`config.mk`:
```
export PLATFORM = sky130hd
export DESIGN_NAME = strict_decimal_integer_parser
export DESIGN_NICKNAME = d
export VERILOG_FILES = /design/src/design/sdip_pkg.sv /design/src/design/sdip_parse.sv /design/src/design/sdip_finish.sv /design/src/design/strict_decimal_integer_parser.sv
export VERILOG_INCLUDE_DIRS = /design/src /design/src/design
export SDC_FILE = /design/constraint.sdc
export NUM_CORES = 1
export LEC_CHECK = 0
export BUFFER_PORTS_ARGS = -buffer_cell sky130_fd_sc_hd__buf_2
export CORE_UTILIZATION = 55
export CTS_CLUSTER_SIZE = 12
export DETAILED_ROUTE_END_ITERATION = 6
export GPL_TIMING_DRIVEN = 0
export PLACE_DENSITY_LB_ADDON = 0.25
export SYNTH_ARGS = -nofsm -noshare
export SYNTH_HDL_FRONTEND = slang
export SYNTH_SLANG_ARGS = --single-unit
```
`constraint.sdc`:
```
create_clock -name clk -period 6.25 [get_ports clk]
set_clock_uncertainty 0.15 [all_clocks]
set_input_delay 1.25 -clock clk [delete_from_list [all_inputs] [get_ports clk]]
set_output_delay 1.25 -clock clk [all_outputs]
set_load 0.02 [all_outputs]
```
`src/design/strict_decimal_integer_parser_defines.svh`:
```
// ---------------------------------------------------------------------------
// strict_decimal_integer_parser_defines
// Assertion macros shared by the decimal parser. Each macro samples on clk
// and is disabled while rst_n is low, both taken from the enclosing scope.
// ---------------------------------------------------------------------------
`ifndef STRICT_DECIMAL_INTEGER_PARSER_DEFINES_SVH
`define STRICT_DECIMAL_INTEGER_PARSER_DEFINES_SVH

// Check a condition that must hold in the same cycle as its trigger.
`define SDIP_ASSERT_SAME(label, ante, cons, msg) \
    label: assert property (@(posedge clk) disable iff (!rst_n) \
        (ante) |-> (cons)) else $error(msg);

// Check a condition that must hold in the cycle after its trigger.
`define SDIP_ASSERT_NEXT(label, ante, cons, msg) \
    label: assert property (@(posedge clk) disable iff (!rst_n) \
        (ante) |=> (cons)) else $error(msg);

`endif

```
`src/design/sdip_pkg.sv`:
```
// ---------------------------------------------------------------------------
// sdip_pkg
// Types and constants for the strict decimal integer parser: item layouts,
// parse phases, status codes, register indexes and character codes.
// ---------------------------------------------------------------------------
package sdip_pkg;

    // Input item: one character of the field
    typedef struct packed {
        logic [7:0] text_byte;
        logic       last_byte;
        logic       value_absent;
    } text_item_t;

    // Result item: value and status
    typedef struct packed {
        logic signed [63:0] parsed_value;
        logic [2:0]         status;
    } result_item_t;

    // Parse phases
    typedef enum logic [2:0] {
        PH_LEAD  = 3'd0,
        PH_WS    = 3'd1,
        PH_SIGN  = 3'd2,
        PH_DIG   = 3'd3,
        PH_TRAIL = 3'd4,
        PH_NAN   = 3'd5
    } phase_t;

    // Status codes
    localparam logic [2:0] ST_OK      = 3'd0;
    localparam logic [2:0] ST_MISSING = 3'd1;
    localparam logic [2:0] ST_EMPTY   = 3'd2;
    localparam logic [2:0] ST_OVF     = 3'd3;
    localparam logic [2:0] ST_NAN     = 3'd4;
    localparam logic [2:0] ST_TRAIL   = 3'd5;
    localparam logic [2:0] ST_RANGE   = 3'd6;

    // Configuration register indexes
    localparam logic [1:0] CFG_MIN_VALUE = 2'd0;
    localparam logic [1:0] CFG_MAX_VALUE = 2'd1;

    // Register reset values
    localparam logic signed [63:0] MIN_VALUE_RESET = 64'sh8000_0000_0000_0000;
    localparam logic signed [63:0] MAX_VALUE_RESET = 64'sh7FFF_FFFF_FFFF_FFFF;

    // Magnitude limits for each sign
    localparam logic [63:0] MAG_LIMIT_POS = 64'h7FFF_FFFF_FFFF_FFFF;
    localparam logic [63:0] MAG_LIMIT_NEG = 64'h8000_0000_0000_0000;

    // Character codes
    localparam logic [7:0] CHAR_TAB   = 8'h09;
    localparam logic [7:0] CHAR_CR    = 8'h0D;
    localparam logic [7:0] CHAR_SPACE = 8'h20;
    localparam logic [7:0] CHAR_PLUS  = 8'h2B;
    localparam logic [7:0] CHAR_MINUS = 8'h2D;
    localparam logic [7:0] CHAR_ZERO  = 8'h30;
    localparam logic [7:0] CHAR_NINE  = 8'h39;

    // Running parse state
    typedef struct packed {
        phase_t      phase;
        logic        is_negative;
        logic [63:0] magnitude;
        logic        overflowed;
        logic        junk_seen;
    } parse_state_t;

    // Snapshot of a finished field, handed to the finish stage
    typedef struct packed {
        logic         value_absent;
        parse_state_t st;
    } fin_snap_t;

    localparam parse_state_t PARSE_CLEAR = '{
        phase:       PH_LEAD,
        is_negative: 1'b0,
        magnitude:   64'd0,
        overflowed:  1'b0,
        junk_seen:   1'b0
    };

endpackage

```
`src/design/sdip_parse.sv`:
```
// ---------------------------------------------------------------------------
// sdip_parse
// Character consumer: holds the running parse state and computes the state
// after the current character, including the times-ten accumulate and the
// saturating overflow check.
// ---------------------------------------------------------------------------
module sdip_parse
    import sdip_pkg::*;
(
    input  logic         clk,
    input  logic         rst_n,
    input  logic         step_en,
    input  text_item_t   item,
    output parse_state_t state,
    output parse_state_t state_next
);

    parse_state_t state_reg;
    logic [7:0]   c;
    logic         c_blank;
    logic         c_space;
    logic         c_digit;
    logic         c_sign;
    logic [63:0]  limit;
    logic [67:0]  mag_x10;
    logic         add_ovf;
    logic [63:0]  add_mag;

    assign c = item.text_byte;

    // Classify the character
    always_comb
    begin
        c_blank = (c == CHAR_SPACE) || (c == CHAR_TAB);
        c_space = (c == CHAR_SPACE) || (c inside {[CHAR_TAB:CHAR_CR]});
        c_digit = c inside {[CHAR_ZERO:CHAR_NINE]};
        c_sign  = (c == CHAR_PLUS) || (c == CHAR_MINUS);
    end

    // Accumulate one digit; saturate at the limit for the sign
    always_comb
    begin
        limit   = state_reg.is_negative ? MAG_LIMIT_NEG : MAG_LIMIT_POS;
        mag_x10 = {1'b0, state_reg.magnitude, 3'b000}
                + {3'b000, state_reg.magnitude, 1'b0}
                + {64'd0, c[3:0]};
        add_ovf = state_reg.overflowed || (mag_x10 > {4'd0, limit});
        add_mag = add_ovf ? limit : mag_x10[63:0];
    end

    // Advance the phase for this character
    always_comb
    begin
        state_next = state_reg;
        case (state_reg.phase)
            PH_LEAD, PH_WS:
            begin
                if (state_reg.phase == PH_LEAD && c_blank)
                begin
                    state_next.phase = PH_LEAD;
                end
                else if (c_space)
                begin
                    state_next.phase = PH_WS;
                end
                else if (c_sign)
                begin
                    state_next.is_negative = (c == CHAR_MINUS);
                    state_next.phase       = PH_SIGN;
                end
                else if (c_digit)
                begin
                    state_next.magnitude  = add_mag;
                    state_next.overflowed = add_ovf;
                    state_next.phase      = PH_DIG;
                end
                else
                begin
                    state_next.phase = PH_NAN;
                end
            end
            PH_SIGN:
            begin
                if (c_digit)
                begin
                    state_next.magnitude  = add_mag;
                    state_next.overflowed = add_ovf;
                    state_next.phase      = PH_DIG;
                end
                else
                begin
                    state_next.phase = PH_NAN;
                end
            end
            PH_DIG:
            begin
                if (c_digit)
                begin
                    state_next.magnitude  = add_mag;
                    state_next.overflowed = add_ovf;
                end
                else
                begin
                    if (!c_blank)
                    begin
                        state_next.junk_seen = 1'b1;
                    end
                    state_next.phase = PH_TRAIL;
                end
            end
            PH_TRAIL:
            begin
                if (!c_blank)
                begin
                    state_next.junk_seen = 1'b1;
                end
            end
            default:
            begin
                state_next.phase = PH_NAN;
            end
        endcase
    end

    // Hold the state; clear it when a field ends or is dropped
    always_ff @(posedge clk or negedge rst_n)
    begin
        if (!rst_n)
        begin
            state_reg <= PARSE_CLEAR;
        end
        else if (step_en)
        begin
            if (item.last_byte || item.value_absent)
            begin
                state_reg <= PARSE_CLEAR;
            end
            else
            begin
                state_reg <= state_next;
            end
        end
    end

    assign state = state_reg;

endmodule

```
`src/design/sdip_finish.sv`:
```
// ---------------------------------------------------------------------------
// sdip_finish
// Field finisher: turns a finished parse snapshot into the value and status,
// applying the sign and the configured range check.
// ---------------------------------------------------------------------------
module sdip_finish
    import sdip_pkg::*;
(
    input  fin_snap_t          snap,
    input  logic signed [63:0] min_value,
    input  logic signed [63:0] max_value,
    output result_item_t       result
);

    logic signed [63:0] value;
    logic               out_of_range;

    // Apply the sign and check the range
    always_comb
    begin
        value = snap.st.is_negative ? $signed(~snap.st.magnitude + 64'd1)
                                    : $signed(snap.st.magnitude);
        out_of_range = (value < min_value) || (value > max_value);
    end

    // Pick the status in priority order
    always_comb
    begin
        result.parsed_value = 64'sd0;
        if (snap.value_absent)
        begin
            result.status = ST_MISSING;
        end
        else if (snap.st.phase == PH_LEAD)
        begin
            result.status = ST_EMPTY;
        end
        else if (snap.st.phase != PH_DIG && snap.st.phase != PH_TRAIL)
        begin
            result.status = ST_NAN;
        end
        else if (snap.st.overflowed)
        begin
            result.status = ST_OVF;
        end
        else if (snap.st.junk_seen)
        begin
            result.status = ST_TRAIL;
        end
        else if (out_of_range)
        begin
            result.status = ST_RANGE;
        end
        else
        begin
            result.status       = ST_OK;
            result.parsed_value = value;
        end
    end

endmodule

```
`src/design/strict_decimal_integer_parser.sv`:
```
// ---------------------------------------------------------------------------
// strict_decimal_integer_parser
// Parses a base-10 signed 64-bit integer from a text field streamed one
// character per item, and emits one result item per finished or absent field.
// ---------------------------------------------------------------------------
//  channel   direction  handshake               payload
//  text      in         text_valid/text_ready   text_item (byte, last, absent)
//  result    out        result_valid/result_ready result_item (value, status)
//  cfg       in         cfg_valid/cfg_ready     cfg_index, cfg_data
//
// One character item per cycle, sustained. After a field's last item is
// accepted, its result passes through the input register, the parse/snapshot
// register and the result register. The times-ten accumulate with overflow
// compare sets the parse stage; the sign and range compare set the finish stage.
// Reset clears the parse state and loads the full 64-bit range; no clearing
// pass. A stalled result stops only end-of-field items; other characters flow.
// ---------------------------------------------------------------------------
`include "strict_decimal_integer_parser_defines.svh"

module strict_decimal_integer_parser
    import sdip_pkg::*;
(
    input  logic         clk,
    input  logic         rst_n,
    input  logic         text_valid,
    output logic         text_ready,
    input  text_item_t   text_item,
    output logic         result_valid,
    input  logic         result_ready,
    output result_item_t result_item,
    input  logic         cfg_valid,
    output logic         cfg_ready,
    input  logic [1:0]   cfg_index,
    input  logic [63:0]  cfg_data
);

    logic               in_valid_reg;
    text_item_t         in_item_reg;
    logic               in_is_end;
    logic               in_adv;
    logic               fin_valid_reg;
    fin_snap_t          fin_snap_reg;
    logic               fin_ready;
    logic               out_free;
    logic               result_valid_reg;
    result_item_t       result_item_reg;
    result_item_t       fin_result;
    parse_state_t       parse_state;
    parse_state_t       parse_state_next;
    logic signed [63:0] min_value_reg;
    logic signed [63:0] max_value_reg;

    // Stage handshakes
    assign in_is_end  = in_item_reg.last_byte || in_item_reg.value_absent;
    assign out_free   = !result_valid_reg || result_ready;
    assign fin_ready  = !fin_valid_reg || out_free;
    assign in_adv     = in_valid_reg && (!in_is_end || fin_ready);
    assign text_ready = !in_valid_reg || in_adv;
    assign cfg_ready  = 1'b1;

    // Write the range registers
    always_ff @(posedge clk or negedge rst_n)
    begin
        if (!rst_n)
        begin
            min_value_reg <= MIN_VALUE_RESET;
            max_value_reg <= MAX_VALUE_RESET;
        end
        else if (cfg_valid)
        begin
            case (cfg_index)
                CFG_MIN_VALUE: min_value_reg <= $signed(cfg_data);
                CFG_MAX_VALUE: max_value_reg <= $signed(cfg_data);
                default:       ;
            endcase
        end
    end

    // Hold the input item
    always_ff @(posedge clk or negedge rst_n)
    begin
        if (!rst_n)
        begin
            in_valid_reg <= 1'b0;
        end
        else if (text_ready)
        begin
            in_valid_reg <= text_valid;
        end
    end

    always_ff @(posedge clk)
    begin
        if (text_ready && text_valid)
        begin
            in_item_reg <= text_item;
        end
    end

    // Consume characters
    sdip_parse u_parse (
        .clk        (clk),
        .rst_n      (rst_n),
        .step_en    (in_adv),
        .item       (in_item_reg),
        .state      (parse_state),
        .state_next (parse_state_next)
    );

    // Capture the finished field
    always_ff @(posedge clk or negedge rst_n)
    begin
        if (!rst_n)
        begin
            fin_valid_reg <= 1'b0;
        end
        else if (fin_ready)
        begin
            fin_valid_reg <= in_adv && in_is_end;
        end
    end

    always_ff @(posedge clk)
    begin
        if (in_adv && in_is_end)
        begin
            fin_snap_reg <= '{value_absent: in_item_reg.value_absent,
                              st:           parse_state_next};
        end
    end

    // Build the result
    sdip_finish u_finish (
        .snap      (fin_snap_reg),
        .min_value (min_value_reg),
        .max_value (max_value_reg),
        .result    (fin_result)
    );

    // Hold the result item until taken
    always_ff @(posedge clk or negedge rst_n)
    begin
        if (!rst_n)
        begin
            result_valid_reg <= 1'b0;
        end
        else if (out_free)
        begin
            result_valid_reg <= fin_valid_reg;
        end
    end

    always_ff @(posedge clk)
    begin
        if (out_free && fin_valid_reg)
        begin
            result_item_reg <= fin_result;
        end
    end

    assign result_valid = result_valid_reg;
    assign result_item  = result_item_reg;

    // Checks
    `SDIP_ASSERT_SAME(a_in_stall_only_on_end,
        in_valid_reg && !in_adv,
        in_is_end && fin_valid_reg && !out_free,
        "input stage stalled without a blocked end item")
    `SDIP_ASSERT_NEXT(a_clear_after_end,
        in_adv && in_is_end,
        parse_state.phase == PH_LEAD && parse_state.magnitude == 64'd0
            && !parse_state.overflowed,
        "parse state not cleared after field end")
    `SDIP_ASSERT_SAME(a_overflow_saturates,
        parse_state.overflowed,
        parse_state.magnitude == (parse_state.is_negative ? MAG_LIMIT_NEG : MAG_LIMIT_POS),
        "overflowed magnitude not saturated")
    `SDIP_ASSERT_SAME(a_value_zero_on_error,
        result_valid_reg && result_item_reg.status != ST_OK,
        result_item_reg.parsed_value == 64'sd0,
        "nonzero value with error status")

endmodule

```
==> results.toml, run 1 <==
[cts]
ctsHoldBuffers = 0
cts.path.max_buffers = 3
clkTransAtPathRegs_ns = 0.06
cts_tree = "done"
htreeDepth = 2
cts_buffers = 38
clock_latency_ns = 0.54
clock_sinks = 349
cts-root-buf = "clkbuf_16"

[final_layout]
fillers = 3101
largest_reg_flops = 71
layout.cells.non_filler = 3478
fin_nets = 3258
final_layout_size_suffix_gt1_frac = 0.247
syn_to_final_growth_pct = 24.9
diodes = 0
fin_util = 0.699

[sta]
whs_ns = 0.309
relSlewSlack = 0.134
fmax_ghz = 0.148
worstMarginPinSlew_ns = 1.30
period_minus_slack_ns = 6.78
min_period_over_period = 1.08
hold_viol_final = 0
worst_slack_ns = -0.530
slew_violations = 0
rsz0062_at_grt = "true"
setup_viol_count_final = 190

[critical_path]
crit_required_ns = 6.42
path_max_fanout = 7
criticalPathCategory = "flip-flop to flip-flop"
endpoint_kind = "flip-flop"
max_stage_delay_ns = 0.55
crit_arrival_ns = 6.95
cp_slowest_cell = "fa_2"
cp-start-kind = "flip-flop"

[logic_synthesis]
async_flop_share = 0.576
ys_seq_area_frac = 0.385
synthFlopType = "edfxtp_1"
synth_cell_types = 88
synthAdderAreaFrac = 0.163
muxShareOfSynthArea = 0.0304
syn_inst = 2550
ys_ff_latch = 349
synth-edff-count = 148
synth-xor-area-share = 0.0427
synth_compound_area_frac = 0.184
syn-cell-area_um2 = 24800
syn_avg_cell_area_um2 = 9.73
ys.warnings.count = 0
synthesis.nets = 2952
synth_simple_gate_area_frac = 0.151
synth_top_family_by_area = "compound AO/OA/AOI/OAI gates"

[floorplanning]
die_h_um = 214
core_area_um2 = 44300
initial_core_util = 0.560
io_pins = 151
dieArea_um2 = 45900
die_w_um = 214
rows = 77

[global_routing]
use_met2 = 0.556
grt_usage = 0.334
antenna_found_initial = 0
use_met1 = 0.425
gr-total-overflow = 0
busiest_layer = "met2"
grtUsageMet3 = 0.0423
grt_start_max_net_pins = 72
grt_pass1_vias = 22195
grt_pass1_wl_um = 122000

[detailed_routing]
wl_per_cell_um = 22.4
vias = 22178
drc = 0
finalWirelength_um = 78000
drtIter0Drc = 2106
vias_per_cell = 6.38
ant_nets = 0
first_pass_iters = 6

[run_status]
status = "finished, violations left"
violations = "negative setup slack"

[place]
dp_hpwl_um = 56300
port_buffers = 149
globalplace.congestion = 0.973
placedCellCount = 3296

[power]
p_leak_nw = 14.0
ir_drop_mv = 0.234
power_mw = 7.01
power.density_nw_per_um2 = 226

[job]
maxCapViolCount = 0

[hold_path]
min_path_type = "flip-flop to flip-flop"
[metal layers]
| metal | up-vias | wire (um) |
|---|---|---|
| li1 | 10117 | - |
| met1 | 10742 | 31300 |
| met2 | 1049 | 36900 |
| met3 | 270 | 5340 |
| met4 | 0 | 4460 |
| met5 | - | 0 |
[where the power goes]
part | switching (mW) | leakage [nW] | internal, mW
logic | 1.09 | 9.49 | 0.789
registers | 0.134 | 3.93 | 2.73
clock network | 0.930 | 0.603 | 1.33
total | 2.16 | 14.0 | 4.85
[layout make-up]
cell class,count,area [um^2],area share
repair buffers,271,2110,0.0682
inverters,170,638,0.0206
flip-flops and latches,349,9560,0.309
well taps,592,741,0.0239
multi-input cells,1912,15800,0.509
plain buffers,114,928,0.0300
clock buffers,60,1140,0.0367
clock inverters,10,104,0.00335
[synthesized netlist by cell type, types with 25 or more instances]
master,count,area share
a21o_1,63,0.019
mux2_2,66,0.030
nor3_1,53,0.011
clkbuf_1,100,0.015
xor2_1,36,0.013
nand2_1,274,0.041
a21oi_1,141,0.028
dfstp_2,64,0.068
edfxtp_1,148,0.18
nand4_1,61,0.015
xnor2_1,85,0.030
o21ai_0,167,0.034
nor3b_1,64,0.019
o31ai_1,25,0.0076
inv_1,170,0.026
a221o_1,68,0.027
nor2_1,88,0.013
o211ai_1,45,0.014
ha_1,319,0.16
nand3_1,52,0.010
dfrtp_1,137,0.14
[worst max-delay path: cells and delay by family, from the launching register on]
family	cells	cell delay, ns
compound gates	13	3.18
xor+xnor	1	0.21
fa+ha+maj	3	1.08
buf+inv	6	0.90
flops	1	0.49
simple gates	3	0.52
[logic make-up (layout without fill, tap and decap cells)]
logic type,count (synthesis),in the layout
XOR/XNOR,121,121
buffers and inverters,290,625
multiplexers,67,67
adder cells (fa/ha/maj),321,321
flip-flops,349,349
AO/OA/AOI/OAI,670,670
AND/OR/NAND/NOR,731,732
other,1,1
[timing repair]
action,in CTS,in global routing
endpoints found under the setup margin,196,196
resized for setup,370,57
pin swaps,84,55
setup buffers,83,14
gates cloned,22,0
[cell usage in the layout, fill, tap and decap left out, drive strengths merged, types with 17 or more instances in the layout]
cell and n:
a211oi 17, a21o 63, a21oi 141, a221o 68, buf 280, clkbuf 165, dfrtp 137, dfstp 64
edfxtp 148, ha 319, inv 170, mux2 66, nand2 274, nand2b 18, nand3 53, nand4 61
nor2 88, nor3 54, nor3b 66, nor4 18, o211ai 45, o21ai 172, o311ai 19, o31ai 28
or3 20, xnor2 85, xor2 36
[path summary, 6_finish.rpt]
path / start / to / slack [ns] / cells after the start
hold / removal: in_item_reg[0] / fin_snap_reg[70] / 0.31 / 0
max in group asynchronous: rst_n / max_value_reg[52] / 4.63 / 2
setup / recovery: in_item_reg[5] / fin_snap_reg[35] / -0.53 / 26
setup reg to reg: in_item_reg[5] / fin_snap_reg[35] / -0.53 / 26
min in group asynchronous: rst_n / min_value_reg[18] / 0.51 / 1
hold reg to reg: in_item_reg[0] / fin_snap_reg[70] / 0.31 / 0
[per-stage QoR]
stage / setup TNS [ns] / cell area, um^2 / worst slack, ns
after floorplan: 0 / 24800 / 0.0213
after global placement: -351.20 / 26300 / -2.39
after detailed placement: -362.08 / 26400 / -2.51
after CTS: -22.14 / 30600 / -0.259
after global routing: -84.58 / 31000 / -0.651
final: -58.99 / 31000 / -0.530
No activity file was read; power rests on OpenSTA's default activity.
==> run 2: changes to the inputs <==
==> constraint.sdc (replaced) <==
create_clock -name clk -period 7.85 [get_ports clk]
set_clock_uncertainty 0.15 [all_clocks]
set_input_delay 1.57 -clock clk [delete_from_list [all_inputs] [get_ports clk]]
set_output_delay 1.57 -clock clk [all_outputs]
set_load 0.02 [all_outputs]
==> results.toml, run 2 (same netlist as run 1, synthesis figures left out) <==
[run_status]
status = "completed"

[floorplanning]
core_area_um2 = 44300
dieArea_um2 = 45900
rows = 77
io_pins = 151
die_h_um = 214
initial_core_util = 0.560
die_w_um = 214

[final_layout]
final_cell_mix = "ha_1 (319), nand2_1 (274), inv_1 (170), o21ai_0 (166), buf_2 (161)"
final_area_um2 = 27800
final_layout_size_suffix_gt1_frac = 0.144
diodes = 0
fin_util = 0.627
fin_nets = 3150
layout.cells.non_filler = 3370
final_common_cell = "ha_1"
largest_reg_flops = 71
syn_to_final_growth_pct = 12.0

[sta]
worstMarginPinSlew_ns = 0.996
hold_viol_final = 0
rsz0062_at_grt = "false"
slew_violations = 0
period_minus_slack_ns = 7.60
fmax_ghz = 0.132
min_period_over_period = 0.968
fin_tns_setup_ns = 0
whs_ns = 0.308
relSlewSlack = 0.330
setup_viol_count_final = 0
worst_slack_ns = 0.248

[critical_path]
cp-endpoint = "fin_snap_reg[22]"
max_stage_delay_ns = 0.56
crit_required_ns = 8.02
crit_arrival_ns = 7.77
cp_slowest_cell = "fa_1"
rrSetupSlack_ns = 0.25
endpoint_kind = "flip-flop"
cp.buffers_inverters = 4
path_max_fanout = 10
timing.rr.end = "fin_snap_reg[22]"
cp.depth = 25
criticalPathCategory = "flip-flop to flip-flop"
r2r_start = "in_item_reg[5]"
critPathTopFamily = "compound AO/OA/AOI/OAI gates"
worstSetupStartpoint = "in_item_reg[5]"
rr_worst_depth = 25
cp-start-kind = "flip-flop"

[place]
dp_hpwl_um = 56300
post-place-ws_ns = -0.906
placedCellCount = 3296
port_buffers = 149
dpl_cell_area_um2 = 26400
globalplace.congestion = 0.973

[global_routing]
grt_pass1_wl_um = 111000
grt_start_max_net_pins = 72
gr-total-overflow = 0
antenna_found_initial = 0
grt_usage = 0.304
grt_pass1_vias = 20683

[power]
ir_drop_mv = 0.188
p_leak_nw = 12.7
internal_power_mw = 3.71
p_seq_frac = 0.428
power_switching_mw = 1.61
p_clk_frac = 0.338
combPwrFrac = 0.233
power_mw = 5.32
switching_share = 0.302
power.density_nw_per_um2 = 191

[cts]
clock_latency_ns = 0.55
htreeDepth = 2
cts-root-buf = "clkbuf_16"
cts_tree = "done"
cts_buffers = 38
cts.path.max_buffers = 3
clkTransAtPathRegs_ns = 0.06
clock_sinks = 349
ctsHoldBuffers = 0

[job]
maxCapViolCount = 0

[detailed_routing]
drc = 0
finalWirelength_um = 70700
vias = 21079
vias_per_cell = 6.25
wl_per_cell_um = 21.0
drtIter0Drc = 1654
first_pass_iters = 6
ant_nets = 0

[hold_path]
min_path_type = "flip-flop to flip-flop"
==> run 2: changes by cell type in the layout (fill, tap and decap cells not counted), sizes merged <==
cell | before | now
clkbuf | 165 | 160
buf | 280 | 178
nand3 | 53 | 52
==> run 2: power groups by stage <==
stage	Sequential [mW]	Combinational, mW	Clock, mW
after floorplan	2.34	0.781	0
after CTS	2.28	1.23	1.81
after global routing	2.30	1.37	1.88
after global placement	2.31	1.16	0
final	2.28	1.24	1.80
after detailed placement	2.31	1.22	0
==> run 2: repair_timing <==
action / 4_1_cts / 5_1_grt
setup endpoints to repair: 130 / 167
pin swaps: 1 / 3
gates resized for setup: 13 / 15
setup buffers: 2 / 2
==> run 2: cell type report <==
cell class,count,area [um^2]
sequential,349,9560
buffer,120,480
timing repair buffer,158,892
tap,592,741
clock inverter,10,104
clock buffer,60,1140
fill,3616,16500
inverter,170,638
multi-input combinational,1911,14200
==> run 2: worst min-delay path by stage <==
stage | start | cells past startpoint | to | slack (ns)
2_1_floorplan | in_item_reg[0] | 0 | fin_snap_reg[70] | 0.28
3_3_place_gp | in_item_reg[0] | 0 | fin_snap_reg[70] | 0.30
3_5_place_dp | in_item_reg[0] | 0 | fin_snap_reg[70] | 0.31
4_1_cts | in_item_reg[0] | 0 | fin_snap_reg[70] | 0.32
5_1_grt | in_item_reg[0] | 0 | fin_snap_reg[70] | 0.32
6_report | in_item_reg[0] | 0 | fin_snap_reg[70] | 0.31
==> run 2: per-layer routing <==
metal  vias up  GRT usage  share of wire
li1       9903          -              -
met1     10240      0.404           0.44
met2       742      0.500           0.46
met3       194     0.0332          0.053
met4         0      0.139          0.047
met5         -          0              0
